<file path="src/t1ppm_pkg.sv">
// Package for the type I peak programme meter ballistics block: widths, codes,
// register map, reset values and the configuration struct.
// No dependencies; compile this file first.
`timescale 1ns / 1ps
`default_nettype none

package t1ppm_pkg;

   // Default number of samples taken from each group beat (range 1 to 4; larger values act as 4).
   localparam int GROUP_SIZE_DEFAULT = 4;
   // Sample fields carried by one group beat.
   localparam int SAMPLE_FIELDS = 4;
   localparam int IDX_W = 2;

   localparam int SAMPLE_W = 24;
   localparam int ENV_W = 24;
   localparam int HOLD_W = 25;
   localparam int COEF_W = 24;
   localparam int GAIN_W = 16;
   localparam int LEVEL_W = 25;
   localparam int MUL_A_W = 25;
   localparam int MUL_B_W = 24;
   localparam int PROD_W = MUL_A_W + MUL_B_W;

   localparam int CSR_ADDR_W = 4;
   localparam int CSR_DATA_W = 32;

   // Action codes.
   localparam logic [1:0] ACT_GROUP = 2'd0;
   localparam logic [1:0] ACT_READ = 2'd1;
   localparam logic [1:0] ACT_CLEAR = 2'd2;

   // Register indexes (byte address is four times the index).
   localparam logic [1:0] REG_ATTACK_SLOW = 2'd0;
   localparam logic [1:0] REG_ATTACK_FAST = 2'd1;
   localparam logic [1:0] REG_DECAY_FACTOR = 2'd2;
   localparam logic [1:0] REG_OUTPUT_GAIN = 2'd3;

   localparam logic [COEF_W-1:0] ATTACK_SLOW_RESET = 24'd157286;
   localparam logic [COEF_W-1:0] ATTACK_FAST_RESET = 24'd454383;
   localparam logic [COEF_W-1:0] DECAY_FACTOR_RESET = 24'd16775329;
   localparam logic [GAIN_W-1:0] OUTPUT_GAIN_RESET = 16'd33476;

   typedef logic signed [SAMPLE_W-1:0] sample_type;
   typedef logic [ENV_W-1:0] env_type;
   typedef logic [HOLD_W-1:0] hold_type;
   typedef logic [COEF_W-1:0] coef_type;
   typedef logic [GAIN_W-1:0] gain_type;
   typedef logic [LEVEL_W-1:0] level_type;
   typedef logic [1:0] action_type;

   typedef struct packed {
      coef_type attack_slow;
      coef_type attack_fast;
      coef_type decay_factor;
      gain_type output_gain;
   } cfg_type;

   // Magnitude of a signed Q0.23 sample as unsigned Q1.23; the most negative
   // sample gives exactly full scale.
   function automatic env_type magnitude(sample_type s);
      logic [SAMPLE_W-1:0] raw;
      raw = s;
      return raw[SAMPLE_W-1] ? (~raw + 24'd1) : raw;
   endfunction

endpackage

`default_nettype wire

</file>
<file path="src/t1ppm_if.sv">
// Handshake channels of the meter block: request beats and response beats.
// Depends on t1ppm_pkg.
`timescale 1ns / 1ps
`default_nettype none

interface t1ppm_req_if;
   import t1ppm_pkg::*;

   logic valid;
   logic ready;
   action_type action;
   sample_type sample_a;
   sample_type sample_b;
   sample_type sample_c;
   sample_type sample_d;

   modport source (output valid, output action, output sample_a, output sample_b,
                   output sample_c, output sample_d, input ready);
   modport sink (input valid, input action, input sample_a, input sample_b,
                 input sample_c, input sample_d, output ready);
endinterface

interface t1ppm_rsp_if;
   import t1ppm_pkg::*;

   logic valid;
   logic ready;
   level_type level;

   modport source (output valid, output level, input ready);
   modport sink (input valid, input level, output ready);
endinterface

`default_nettype wire

</file>
<file path="src/t1ppm_csr.sv">
// APB-style configuration registers of the meter block.
// Depends on t1ppm_pkg.
`timescale 1ns / 1ps
`default_nettype none

module t1ppm_csr (
   input  wire logic                           clock,
   input  wire logic                           reset,
   input  wire logic                           csr_psel,
   input  wire logic                           csr_penable,
   input  wire logic                           csr_pwrite,
   input  wire logic [t1ppm_pkg::CSR_ADDR_W-1:0] csr_paddr,
   input  wire logic [t1ppm_pkg::CSR_DATA_W-1:0] csr_pwdata,
   output logic      [t1ppm_pkg::CSR_DATA_W-1:0] csr_prdata,
   output logic                                csr_pready,
   output t1ppm_pkg::cfg_type                  cfg
);
   import t1ppm_pkg::*;

   cfg_type cfg_ff;
   cfg_type cfg_in;
   logic [1:0] reg_idx;
   logic write_en;

   assign reg_idx = csr_paddr[3:2];
   assign write_en = csr_psel && csr_penable && csr_pwrite;
   assign csr_pready = 1'b1;
   assign cfg = cfg_ff;

   always_comb begin
      cfg_in = cfg_ff;
      if (write_en) begin
         case (reg_idx)
            REG_ATTACK_SLOW: cfg_in.attack_slow = csr_pwdata[COEF_W-1:0];
            REG_ATTACK_FAST: cfg_in.attack_fast = csr_pwdata[COEF_W-1:0];
            REG_DECAY_FACTOR: cfg_in.decay_factor = csr_pwdata[COEF_W-1:0];
            REG_OUTPUT_GAIN: cfg_in.output_gain = csr_pwdata[GAIN_W-1:0];
            default: cfg_in = cfg_ff;
         endcase
      end
   end

   always_comb begin
      case (reg_idx)
         REG_ATTACK_SLOW: csr_prdata = CSR_DATA_W'(cfg_ff.attack_slow);
         REG_ATTACK_FAST: csr_prdata = CSR_DATA_W'(cfg_ff.attack_fast);
         REG_DECAY_FACTOR: csr_prdata = CSR_DATA_W'(cfg_ff.decay_factor);
         REG_OUTPUT_GAIN: csr_prdata = CSR_DATA_W'(cfg_ff.output_gain);
         default: csr_prdata = '0;
      endcase
   end

   always_ff @(posedge clock) begin
      if (reset) begin
         cfg_ff.attack_slow <= ATTACK_SLOW_RESET;
         cfg_ff.attack_fast <= ATTACK_FAST_RESET;
         cfg_ff.decay_factor <= DECAY_FACTOR_RESET;
         cfg_ff.output_gain <= OUTPUT_GAIN_RESET;
      end else begin
         cfg_ff <= cfg_in;
      end
   end

endmodule

`default_nettype wire

</file>
<file path="src/t1ppm_mul.sv">
// Shared unsigned multiplier of the meter block with a registered product.
// Depends on t1ppm_pkg.
`timescale 1ns / 1ps
`default_nettype none

module t1ppm_mul (
   input  wire logic                           clock,
   input  wire logic [t1ppm_pkg::MUL_A_W-1:0]  op_a,
   input  wire logic [t1ppm_pkg::MUL_B_W-1:0]  op_b,
   output logic      [t1ppm_pkg::PROD_W-1:0]   product
);
   import t1ppm_pkg::*;

   logic [PROD_W-1:0] product_ff;
   logic [PROD_W-1:0] product_in;

   assign product_in = PROD_W'(op_a) * PROD_W'(op_b);
   assign product = product_ff;

   always_ff @(posedge clock) begin
      product_ff <= product_in;
   end

endmodule

`default_nettype wire

</file>
<file path="src/type1_ppm_ballistics_core.sv">
// Top level of the type I peak programme meter ballistics block.
// Depends on t1ppm_pkg, t1ppm_if, t1ppm_csr and t1ppm_mul.
`timescale 1ns / 1ps
`default_nettype none

// A group beat carries four signed Q0.23 samples, of which the first
// GROUP_SIZE (at most four) are used. The block decays the slow and fast
// envelope followers by decay_factor, then lets each follower that lies below
// a sample magnitude move toward it by its attack coefficient, and finally
// lets the peak hold take the larger of itself and the sum of both followers.
// A read beat returns output_gain times the peak hold as one response beat
// and makes the next group start its hold from zero; a clear beat zeroes all
// meter state and gives no response. All arithmetic runs on one shared
// 25 x 24 bit multiplier, one multiply issued per cycle under a step counter,
// the slow and fast followers alternating so that each write-back lands
// before that follower is used again. A group runs through the multiply
// steps, a drain state and a summing state before the next request can be
// taken; a read runs through a multiply state and an output state, where it
// also holds while the previous response is still waiting to be taken; a
// clear or an unused action code leaves the block idle. The request side is
// not ready while a beat is being worked on. A finished response sits in an
// output register, so the next request is accepted while that response waits.
// Configuration registers are written through the csr_ port and should only
// change while the block is idle.
module type1_ppm_ballistics_core #(
   parameter int GROUP_SIZE = t1ppm_pkg::GROUP_SIZE_DEFAULT
) (
   input  wire logic                             clock,
   input  wire logic                             reset,
   t1ppm_req_if.sink                             req_chan,
   t1ppm_rsp_if.source                           rsp_chan,
   input  wire logic                             csr_psel,
   input  wire logic                             csr_penable,
   input  wire logic                             csr_pwrite,
   input  wire logic [t1ppm_pkg::CSR_ADDR_W-1:0] csr_paddr,
   input  wire logic [t1ppm_pkg::CSR_DATA_W-1:0] csr_pwdata,
   output logic      [t1ppm_pkg::CSR_DATA_W-1:0] csr_prdata,
   output logic                                  csr_pready
);
   import t1ppm_pkg::*;

   // Samples actually used per group, and the multiply steps they take:
   // two decays, then one attack per follower per sample.
   localparam int USED = (GROUP_SIZE < SAMPLE_FIELDS) ? GROUP_SIZE : SAMPLE_FIELDS;
   localparam int STEPS = 2 + 2 * USED;
   localparam int STEP_W = $clog2(STEPS);

   typedef enum logic [2:0] {
      S_IDLE,
      S_RUN,
      S_DRAIN,
      S_SUM,
      S_READ_MUL,
      S_READ_OUT
   } state_type;

   // Describes the multiply in flight, for its write-back in the following cycle.
   typedef struct packed {
      logic valid;
      logic fast;
      logic attack;
      logic apply;
   } pend_type;

   cfg_type cfg;

   state_type state_ff, state_in;
   logic [STEP_W-1:0] step_ff, step_in;
   pend_type pend_ff, pend_in;
   env_type slow_ff, slow_in;
   env_type fast_ff, fast_in;
   hold_type peak_ff, peak_in;
   logic restart_ff, restart_in;
   logic rsp_valid_ff, rsp_valid_in;
   level_type level_ff, level_in;
   logic [SAMPLE_W-1:0] samples_ff [SAMPLE_FIELDS];
   logic [SAMPLE_W-1:0] samples_in [SAMPLE_FIELDS];

   logic [MUL_A_W-1:0] op_a;
   logic [MUL_B_W-1:0] op_b;
   logic [PROD_W-1:0] product;

   logic req_fire;
   logic op_fast;
   logic op_decay;
   logic [STEP_W-1:0] att_step;
   logic [IDX_W-1:0] sample_idx;
   env_type mag;
   env_type env_sel;
   coef_type coef_sel;
   logic apply;
   env_type diff;
   env_type scaled;
   env_type wb_base;
   env_type wb_env;
   hold_type env_sum;
   hold_type hold_base;

   t1ppm_csr u_csr (
      .clock       (clock),
      .reset       (reset),
      .csr_psel    (csr_psel),
      .csr_penable (csr_penable),
      .csr_pwrite  (csr_pwrite),
      .csr_paddr   (csr_paddr),
      .csr_pwdata  (csr_pwdata),
      .csr_prdata  (csr_prdata),
      .csr_pready  (csr_pready),
      .cfg         (cfg)
   );

   t1ppm_mul u_mul (
      .clock   (clock),
      .op_a    (op_a),
      .op_b    (op_b),
      .product (product)
   );

   assign req_chan.ready = (state_ff == S_IDLE);
   assign req_fire = req_chan.valid && req_chan.ready;
   assign rsp_chan.valid = rsp_valid_ff;
   assign rsp_chan.level = level_ff;

   // Operand selection for the step being issued. Even steps belong to the
   // slow follower and odd steps to the fast one.
   assign op_fast = step_ff[0];
   assign op_decay = (step_ff < STEP_W'(2));
   assign att_step = step_ff - STEP_W'(2);
   assign sample_idx = IDX_W'(att_step >> 1);
   assign mag = magnitude(samples_ff[sample_idx]);
   assign env_sel = op_fast ? fast_ff : slow_ff;
   assign coef_sel = op_fast ? cfg.attack_fast : cfg.attack_slow;
   assign apply = (mag > env_sel);
   assign diff = mag - env_sel;

   // The reading operands stay on the multiplier while the response waits for
   // the output register, so the product is still valid when it is taken.
   always_comb begin
      op_a = '0;
      op_b = '0;
      case (state_ff)
         S_RUN: begin
            if (op_decay) begin
               op_a = MUL_A_W'(env_sel);
               op_b = cfg.decay_factor;
            end else begin
               op_a = MUL_A_W'(diff);
               op_b = coef_sel;
            end
         end
         S_READ_MUL, S_READ_OUT: begin
            op_a = peak_ff;
            op_b = MUL_B_W'(cfg.output_gain);
         end
         default: begin
            op_a = '0;
            op_b = '0;
         end
      endcase
   end

   // Write-back of the previous multiply: a decay replaces the follower, an
   // attack adds the scaled distance when the sample lay above the follower.
   assign scaled = product[47:24];
   assign wb_base = pend_ff.fast ? fast_ff : slow_ff;
   assign wb_env = pend_ff.attack ? (pend_ff.apply ? wb_base + scaled : wb_base) : scaled;

   assign env_sum = HOLD_W'(slow_ff) + HOLD_W'(fast_ff);
   assign hold_base = restart_ff ? '0 : peak_ff;

   always_comb begin
      state_in = state_ff;
      step_in = step_ff;
      pend_in = '0;
      slow_in = slow_ff;
      fast_in = fast_ff;
      peak_in = peak_ff;
      restart_in = restart_ff;
      rsp_valid_in = rsp_valid_ff && !rsp_chan.ready;
      level_in = level_ff;
      samples_in = samples_ff;

      if (pend_ff.valid) begin
         if (pend_ff.fast) begin
            fast_in = wb_env;
         end else begin
            slow_in = wb_env;
         end
      end

      case (state_ff)
         S_IDLE: begin
            if (req_fire) begin
               case (req_chan.action)
                  ACT_GROUP: begin
                     samples_in[0] = req_chan.sample_a;
                     samples_in[1] = req_chan.sample_b;
                     samples_in[2] = req_chan.sample_c;
                     samples_in[3] = req_chan.sample_d;
                     step_in = '0;
                     state_in = S_RUN;
                  end
                  ACT_READ: begin
                     restart_in = 1'b1;
                     state_in = S_READ_MUL;
                  end
                  ACT_CLEAR: begin
                     slow_in = '0;
                     fast_in = '0;
                     peak_in = '0;
                     restart_in = 1'b1;
                  end
                  default: begin
                     state_in = S_IDLE;
                  end
               endcase
            end
         end
         S_RUN: begin
            pend_in.valid = 1'b1;
            pend_in.fast = op_fast;
            pend_in.attack = !op_decay;
            pend_in.apply = apply;
            step_in = step_ff + STEP_W'(1);
            if (step_ff == STEP_W'(STEPS - 1)) begin
               state_in = S_DRAIN;
            end
         end
         S_DRAIN: begin
            state_in = S_SUM;
         end
         S_SUM: begin
            peak_in = (env_sum > hold_base) ? env_sum : hold_base;
            restart_in = 1'b0;
            state_in = S_IDLE;
         end
         S_READ_MUL: begin
            state_in = S_READ_OUT;
         end
         S_READ_OUT: begin
            if (!rsp_valid_ff || rsp_chan.ready) begin
               rsp_valid_in = 1'b1;
               level_in = product[40:16];
               state_in = S_IDLE;
            end
         end
         default: begin
            state_in = S_IDLE;
         end
      endcase
   end

   always_ff @(posedge clock) begin
      if (reset) begin
         state_ff <= S_IDLE;
         step_ff <= '0;
         pend_ff <= '0;
         slow_ff <= '0;
         fast_ff <= '0;
         peak_ff <= '0;
         restart_ff <= 1'b1;
         rsp_valid_ff <= 1'b0;
      end else begin
         state_ff <= state_in;
         step_ff <= step_in;
         pend_ff <= pend_in;
         slow_ff <= slow_in;
         fast_ff <= fast_in;
         peak_ff <= peak_in;
         restart_ff <= restart_in;
         rsp_valid_ff <= rsp_valid_in;
      end
      level_ff <= level_in;
      samples_ff <= samples_in;
   end

endmodule

`default_nettype wire
</file>
<file path="src/flat_wrapper.sv">
// flat-port wrapper written by rule: the top's interface ports become plain ports
module type1_ppm_ballistics_core_flat import t1ppm_pkg::*;
#(
   parameter int GROUP_SIZE = t1ppm_pkg::GROUP_SIZE_DEFAULT
)
  (clock, reset, csr_psel, csr_penable, csr_pwrite, csr_paddr, csr_pwdata, csr_prdata, csr_pready, req_chan_valid, req_chan_action, req_chan_sample_a, req_chan_sample_b, req_chan_sample_c, req_chan_sample_d, req_chan_ready, rsp_chan_valid, rsp_chan_level, rsp_chan_ready);
  t1ppm_req_if req_chan_i ();
  t1ppm_rsp_if rsp_chan_i ();
  input  wire logic clock;
  input  wire logic reset;
  input  wire logic csr_psel;
  input  wire logic csr_penable;
  input  wire logic csr_pwrite;
  input  wire logic [t1ppm_pkg::CSR_ADDR_W-1:0] csr_paddr;
  input  wire logic [t1ppm_pkg::CSR_DATA_W-1:0] csr_pwdata;
  output logic      [t1ppm_pkg::CSR_DATA_W-1:0] csr_prdata;
  output logic csr_pready;
  input wire logic [$bits(req_chan_i.valid)-1:0] req_chan_valid;
  input wire logic [$bits(req_chan_i.action)-1:0] req_chan_action;
  input wire logic [$bits(req_chan_i.sample_a)-1:0] req_chan_sample_a;
  input wire logic [$bits(req_chan_i.sample_b)-1:0] req_chan_sample_b;
  input wire logic [$bits(req_chan_i.sample_c)-1:0] req_chan_sample_c;
  input wire logic [$bits(req_chan_i.sample_d)-1:0] req_chan_sample_d;
  output wire logic [$bits(req_chan_i.ready)-1:0] req_chan_ready;
  output wire logic [$bits(rsp_chan_i.valid)-1:0] rsp_chan_valid;
  output wire logic [$bits(rsp_chan_i.level)-1:0] rsp_chan_level;
  input wire logic [$bits(rsp_chan_i.ready)-1:0] rsp_chan_ready;
  assign req_chan_i.valid = req_chan_valid;
  assign req_chan_i.action = req_chan_action;
  assign req_chan_i.sample_a = req_chan_sample_a;
  assign req_chan_i.sample_b = req_chan_sample_b;
  assign req_chan_i.sample_c = req_chan_sample_c;
  assign req_chan_i.sample_d = req_chan_sample_d;
  assign req_chan_ready = req_chan_i.ready;
  assign rsp_chan_valid = rsp_chan_i.valid;
  assign rsp_chan_level = rsp_chan_i.level;
  assign rsp_chan_i.ready = rsp_chan_ready;
  type1_ppm_ballistics_core #(.GROUP_SIZE(GROUP_SIZE)) u_core (.clock(clock), .reset(reset), .req_chan(req_chan_i), .rsp_chan(rsp_chan_i), .csr_psel(csr_psel), .csr_penable(csr_penable), .csr_pwrite(csr_pwrite), .csr_paddr(csr_paddr), .csr_pwdata(csr_pwdata), .csr_prdata(csr_prdata), .csr_pready(csr_pready));
endmodule
</file>
<file path="config.mk">
export PLATFORM = sky130hd
export DESIGN_NAME = type1_ppm_ballistics_core_flat
export DESIGN_NICKNAME = d
export VERILOG_FILES = /design/src/t1ppm_pkg.sv /design/src/t1ppm_if.sv /design/src/t1ppm_csr.sv /design/src/t1ppm_mul.sv /design/src/type1_ppm_ballistics_core.sv /design/src/flat_wrapper.sv
export SDC_FILE = /design/constraint.sdc
export NUM_CORES = 2
export LEC_CHECK = 0
export BUFFER_PORTS_ARGS = -buffer_cell sky130_fd_sc_hd__buf_2
export CORE_MARGIN = 2
export CORE_UTILIZATION = 60
export DETAILED_ROUTE_END_ITERATION = 8
export MAX_ROUTING_LAYER = met4
export PLACE_DENSITY = 0.78
export SLEW_MARGIN = 20
export SYNTH_ARGS = -nofsm -noshare
export SYNTH_HDL_FRONTEND = slang
export SYNTH_SLANG_ARGS = --single-unit
</file>
<file path="constraint.sdc">
create_clock -name clock -period 22 [get_ports clock]
set_input_delay 5.5 -clock clock [delete_from_list [all_inputs] [get_ports clock]]
set_output_delay 5.5 -clock clock [all_outputs]
set_load 0.05 [all_outputs]
</file>
-- Yosys cells after proc, flatten, opt, wreduce, memory -nomap -nowiden
Cells that the tools add are included.
- flip-flop bits (word level): 343
- input bits: 141
- output and inout bits: 60
- add/sub/neg operators: 6
- multiply operators: 1
- order comparisons: 4
- eq/ne operators: 18
- multiplexer cells: 43
- bitwise logic cells: 3
- reduce and logical (&&, ||, !) cells: 26
- operators by type and width (kind ; number):
    $mux W24 ; 20
    $pmux W32 S4 ; 1
    $mux W25 ; 4
    $pmux W25 S2 ; 2
    $bmux W24 S2 ; 1
    $mul A25 B24 Y48 ; 1
    $pmux W24 S2 ; 1
    $add A24 B24 Y25 ; 1
    $gt A25 B25 Y1 ; 1
    $add A24 B1 Y24 const B ; 1
    $add A24 B24 Y24 ; 1
    $gt A24 B24 Y1 ; 1
    $not A24 Y24 ; 1
    $sub A24 B24 Y24 ; 1
    $pmux W3 S5 ; 1
    $mux W4 ; 3
    $reduce_and A3 Y1 ; 4
    $ne A2 B2 Y1 const B ; 5
    $reduce_and A2 Y1 ; 5
    $mux W3 ; 3
    $pmux W3 S3 ; 1
    $pmux W4 S2 ; 1
    $eq A2 B2 Y1 const B ; 3
    $eq A3 B2 Y1 const B ; 2
    21 further kinds ; 36

-- Longest topological paths before layout
- word-level depth: 12
- depth in mapped cells: 50
- gate-level depth less buffers: 45

-- Cells and area by module
Synthesis repeated with hierarchy kept, for this count alone.
- cell total of the unflattened synthesis: 4200
- area total of the unflattened synthesis: 39077.5 sq um
- by module, submodules not included (module ; times used ; cells each ; area an instance (sq um) ; sequential area each (sq um)):
    t1ppm_mul ; 1 ; 2315 ; 20841.2 ; 980.9
    type1_ppm_ballistics_core ; 1 ; 1490 ; 14062.2 ; 5355.1
    t1ppm_csr ; 1 ; 395 ; 4174.0 ; 1761.7

-- Least setup slack after synthesis
OpenSTA, ideal clock, no wires.
- path type: input -> output
- start: input port csr_paddr[2] (netlist name)
- end: output port csr_prdata[16] (netlist name)
- arrival: 7594 ps
- required time: 16500 ps
- path slack: 8906 ps
- stages: 4
- buffers on the path: 2
- path through: buf_1 -> clkbuf_1 -> mux2i_1 -> o21ai_0
- cells in the longest elaborated chain, start to end: 2
- RTL lines (what ; RTL line ; RTL):
    start, declared ; flat_wrapper.sv:14 ; input wire logic [t1ppm_pkg::CSR_ADDR_W-1:0] csr_paddr;
    $eq A2 B2 Y1 (tied with other cells) ; t1ppm_csr.sv:44 ; case (reg_idx)
    $pmux W32 S4 (*) ; t1ppm_csr.sv:44 ;
    end, declared ; flat_wrapper.sv:16 ; output logic [t1ppm_pkg::CSR_DATA_W-1:0] csr_prdata;
Every way passes the cells marked *; elsewhere a longest branch is shown, timed or not. The select of a mux whose other input is x is not followed.

-- Final worst setup path
- start: input port csr_paddr[3] (netlist name)
- end: output port csr_prdata[23] (netlist name)
The elaborated chain is that of the path after synthesis.

==> results.sh <==
export IMPL_cts_tree="yes"
export IMPL_hold_viol_final=0
export IMPL_first_global_vias=30364
export IMPL_synth_top_area_frac=0.273
export IMPL_cts_root_buf="clkbuf_16"
export IMPL_die_w_microns=252
export IMPL_maxSlewHeadroom=0.206
export IMPL_io_pins=201
export IMPL_clock_sinks=327
export IMPL_area_growth_pct=8.04
export IMPL_placed_cells=4973
export IMPL_netlist_top_cells_area="fa_1, dfxtp_1, edfxtp_1, ha_1, nand2_1"
export IMPL_cts_clk_slew_worst_paths_ps=50
export IMPL_fin_tns_setup_ps=0
export IMPL_core_area_sq_um=61400
export IMPL_fmax_mhz=78.0
export IMPL_track_usage=0.338
export IMPL_die_h_microns=252
export IMPL_portBuffers=181
export IMPL_drv_slew=0
export IMPL_dp_hpwl_mm=78.1
export IMPL_synth_most_common_cell="nand2_1"
export IMPL_cts_hold_buf=0
export IMPL_grt_overflow_total=0
export IMPL_grt_start_max_net_pins=105
export IMPL_antenna_found_initial=5
export IMPL_worst_slew_pin_slew_ps=1190
export IMPL_path_cells="buf_2 -> nor2b_1 -> nand2_1 -> o21ai_0 -> buf_2"
export IMPL_clk_latency_ps=600
export IMPL_start_util=0.603
export IMPL_drt_antenna_violating_nets=0
export IMPL_syn_avg_cell_area_sq_um=8.96
export IMPL_pre_cts_ws_ps=9230
export IMPL_synth_flop_cell="dfxtp_1"
export IMPL_period_share=0.583
export IMPL_status="finished, final reports clean"
export IMPL_synthCells=4133
export IMPL_powerDensity_nw_per_um2=37.0
export IMPL_finalSetupViolCount=0
export IMPL_cts_resized=0
export IMPL_worst_ep_arrival_time_ps=7320
export IMPL_synth_seq_cells=327
export IMPL_cts_setup_buffers=0
export IMPL_synth_area_leader_cell="fa_1"
export IMPL_leakage_uw=0.0181
export IMPL_path_max_fanout=30
export IMPL_totalWireLength_mm=102
export IMPL_crit_top_cell="buf_2"
export IMPL_slowest_delay_ps=710
export IMPL_grt_pass1_wl_mm=161
export IMPL_layout_min_cycle_time_ps=12820
export IMPL_drive_above_1_share=0.0994
export IMPL_synth_edf_count=121
export IMPL_via_per_inst=5.92
export IMPL_crit_type="in2out"
export IMPL_cap_violations=0
export IMPL_ys_types=78
export IMPL_required_ps=16500
export IMPL_drc=0
export IMPL_async_flop_share=0
export IMPL_numCtsBuffers=39
export IMPL_end_kind="primary output"
export IMPL_drt_iter0_drc=2371
export IMPL_rsz0062_at_grt="no"
export IMPL_cts_buffer_depth=3
export IMPL_cts_max_level=2
export IMPL_gp_congestion=0.973
export IMPL_nFillCells=4927
export IMPL_fin_nets=5141
export IMPL_fin_cells=5050
export IMPL_synthTopCellsByCount="nand2_1, inv_1, fa_1, nor2_1, ha_1"
export IMPL_syn_cell_area_sq_um=37000
export IMPL_worstHoldPathType="reg2reg"
export IMPL_vias=29916
export IMPL_rows=91
export IMPL_cp_start_kind="input pin"
export IMPL_first_pass_iters=5
export IMPL_critPathSlowestCell="nor2b_1"
export IMPL_ys_seq_area_frac=0.210
export IMPL_ir_drop_uv=83.2
export IMPL_yosysWarnings=0
export IMPL_wl_per_cell_microns=20.3
export IMPL_fin_ws_ps=9180
export IMPL_skew_ps=47.4
export IMPL_dieArea_sq_um=63700
path summary, 6_finish.rpt:
check                           startpoint                        to  slack [ps]  cells past startpoint
hold reg to reg   u_core.u_mul.product[21]  u_core.rsp_chan.level[5]         400                      0
setup / recovery              csr_paddr[3]            csr_prdata[23]        9180                      5
setup reg to reg         u_core.step_ff[1]  u_core.u_mul.product[33]        9220                     41
hold / removal    u_core.u_mul.product[21]  u_core.rsp_chan.level[5]         400                      0
worst max-delay path, delay by kind of cell:
kind	cells	cell delay, ps
compound gates	1	120
buf+inv	2	870
simple gates	2	810
layout make-up:
class,instances,area [sq um],area share
inverters,648,2430,0.0608
diodes,6,15.0,0.000375
repair buffers,247,1420,0.0355
clock inverters,20,206,0.00516
well taps,790,988,0.0247
multi-input cells,2963,26100,0.653
clock buffers,49,1040,0.0261
flip-flops and latches,327,7760,0.194
state kept, by name, indices dropped and copies added (netlist names):
signal and count:
u_core.slow_ff 24, u_core.step_ff 4, u_core.rsp_chan.valid 1, u_core.u_mul.product 32, u_core.u_csr.cfg 88, u_core.samples_ff 96, u_core.rsp_chan.level 25, u_core.fast_ff 24
u_core.pend_ff 4, u_core.restart_ff 1, u_core.peak_ff 25, u_core.state_ff 3
placed cells by master (no fill, tap or decap), drive strengths merged, types with 49 or more instances in the layout:
| master | count |
|---|---|
| buf | 247 |
| nand2 | 701 |
| mux2i | 69 |
| o21ai | 93 |
| edfxtp | 121 |
| dfxtp | 206 |
| clkbuf | 49 |
| a21o | 63 |
| and2 | 92 |
| fa | 505 |
| a21oi | 202 |
| nor2 | 308 |
| inv | 651 |
| ha | 269 |
| xnor2 | 62 |
stage by stage:
step	area [sq um]	hold WS [ps]	total power, uW	util
finish	40000	402	1480	0.652
global route	40000	410	1520	0.652
CTS	39900	404	1480	0.651
detailed placement	38700	389	833	0.631
global placement	38700	386	830	0.631
floorplan	37100	386	776	-
report_power, final:
part | switching [uW] | leakage (uW) | total [uW] | internal, uW
registers | 7.63 | 0.00278 | 646 | 639
clock network | 278 | 0.000624 | 653 | 375
logic | 121 | 0.0147 | 179 | 58.2
per-layer routing:
metal / up-vias / track usage / share of wire
li1: 13449 / - / -
met1: 14537 / 0.393 / 0.37
met2: 1488 / 0.546 / 0.47
met3: 442 / 0.0651 / 0.093
met4: 0 / 0.206 / 0.069
met5: - / - / 0
cell families (layout without fill, tap and decap cells):
logic type	Yosys count	in the layout	synth area share
AND/OR/NAND/NOR	1351	1351	0.160
buffers and inverters	857	964	0.0882
adder cells (fa/ha/maj)	774	774	0.364
AO/OA/AOI/OAI	576	576	0.101
flip-flops	327	327	0.210
multiplexers	136	136	0.0509
XOR/XNOR	110	110	0.0260
other	2	22	0.000203
Power figures use the tool's default switching activity.
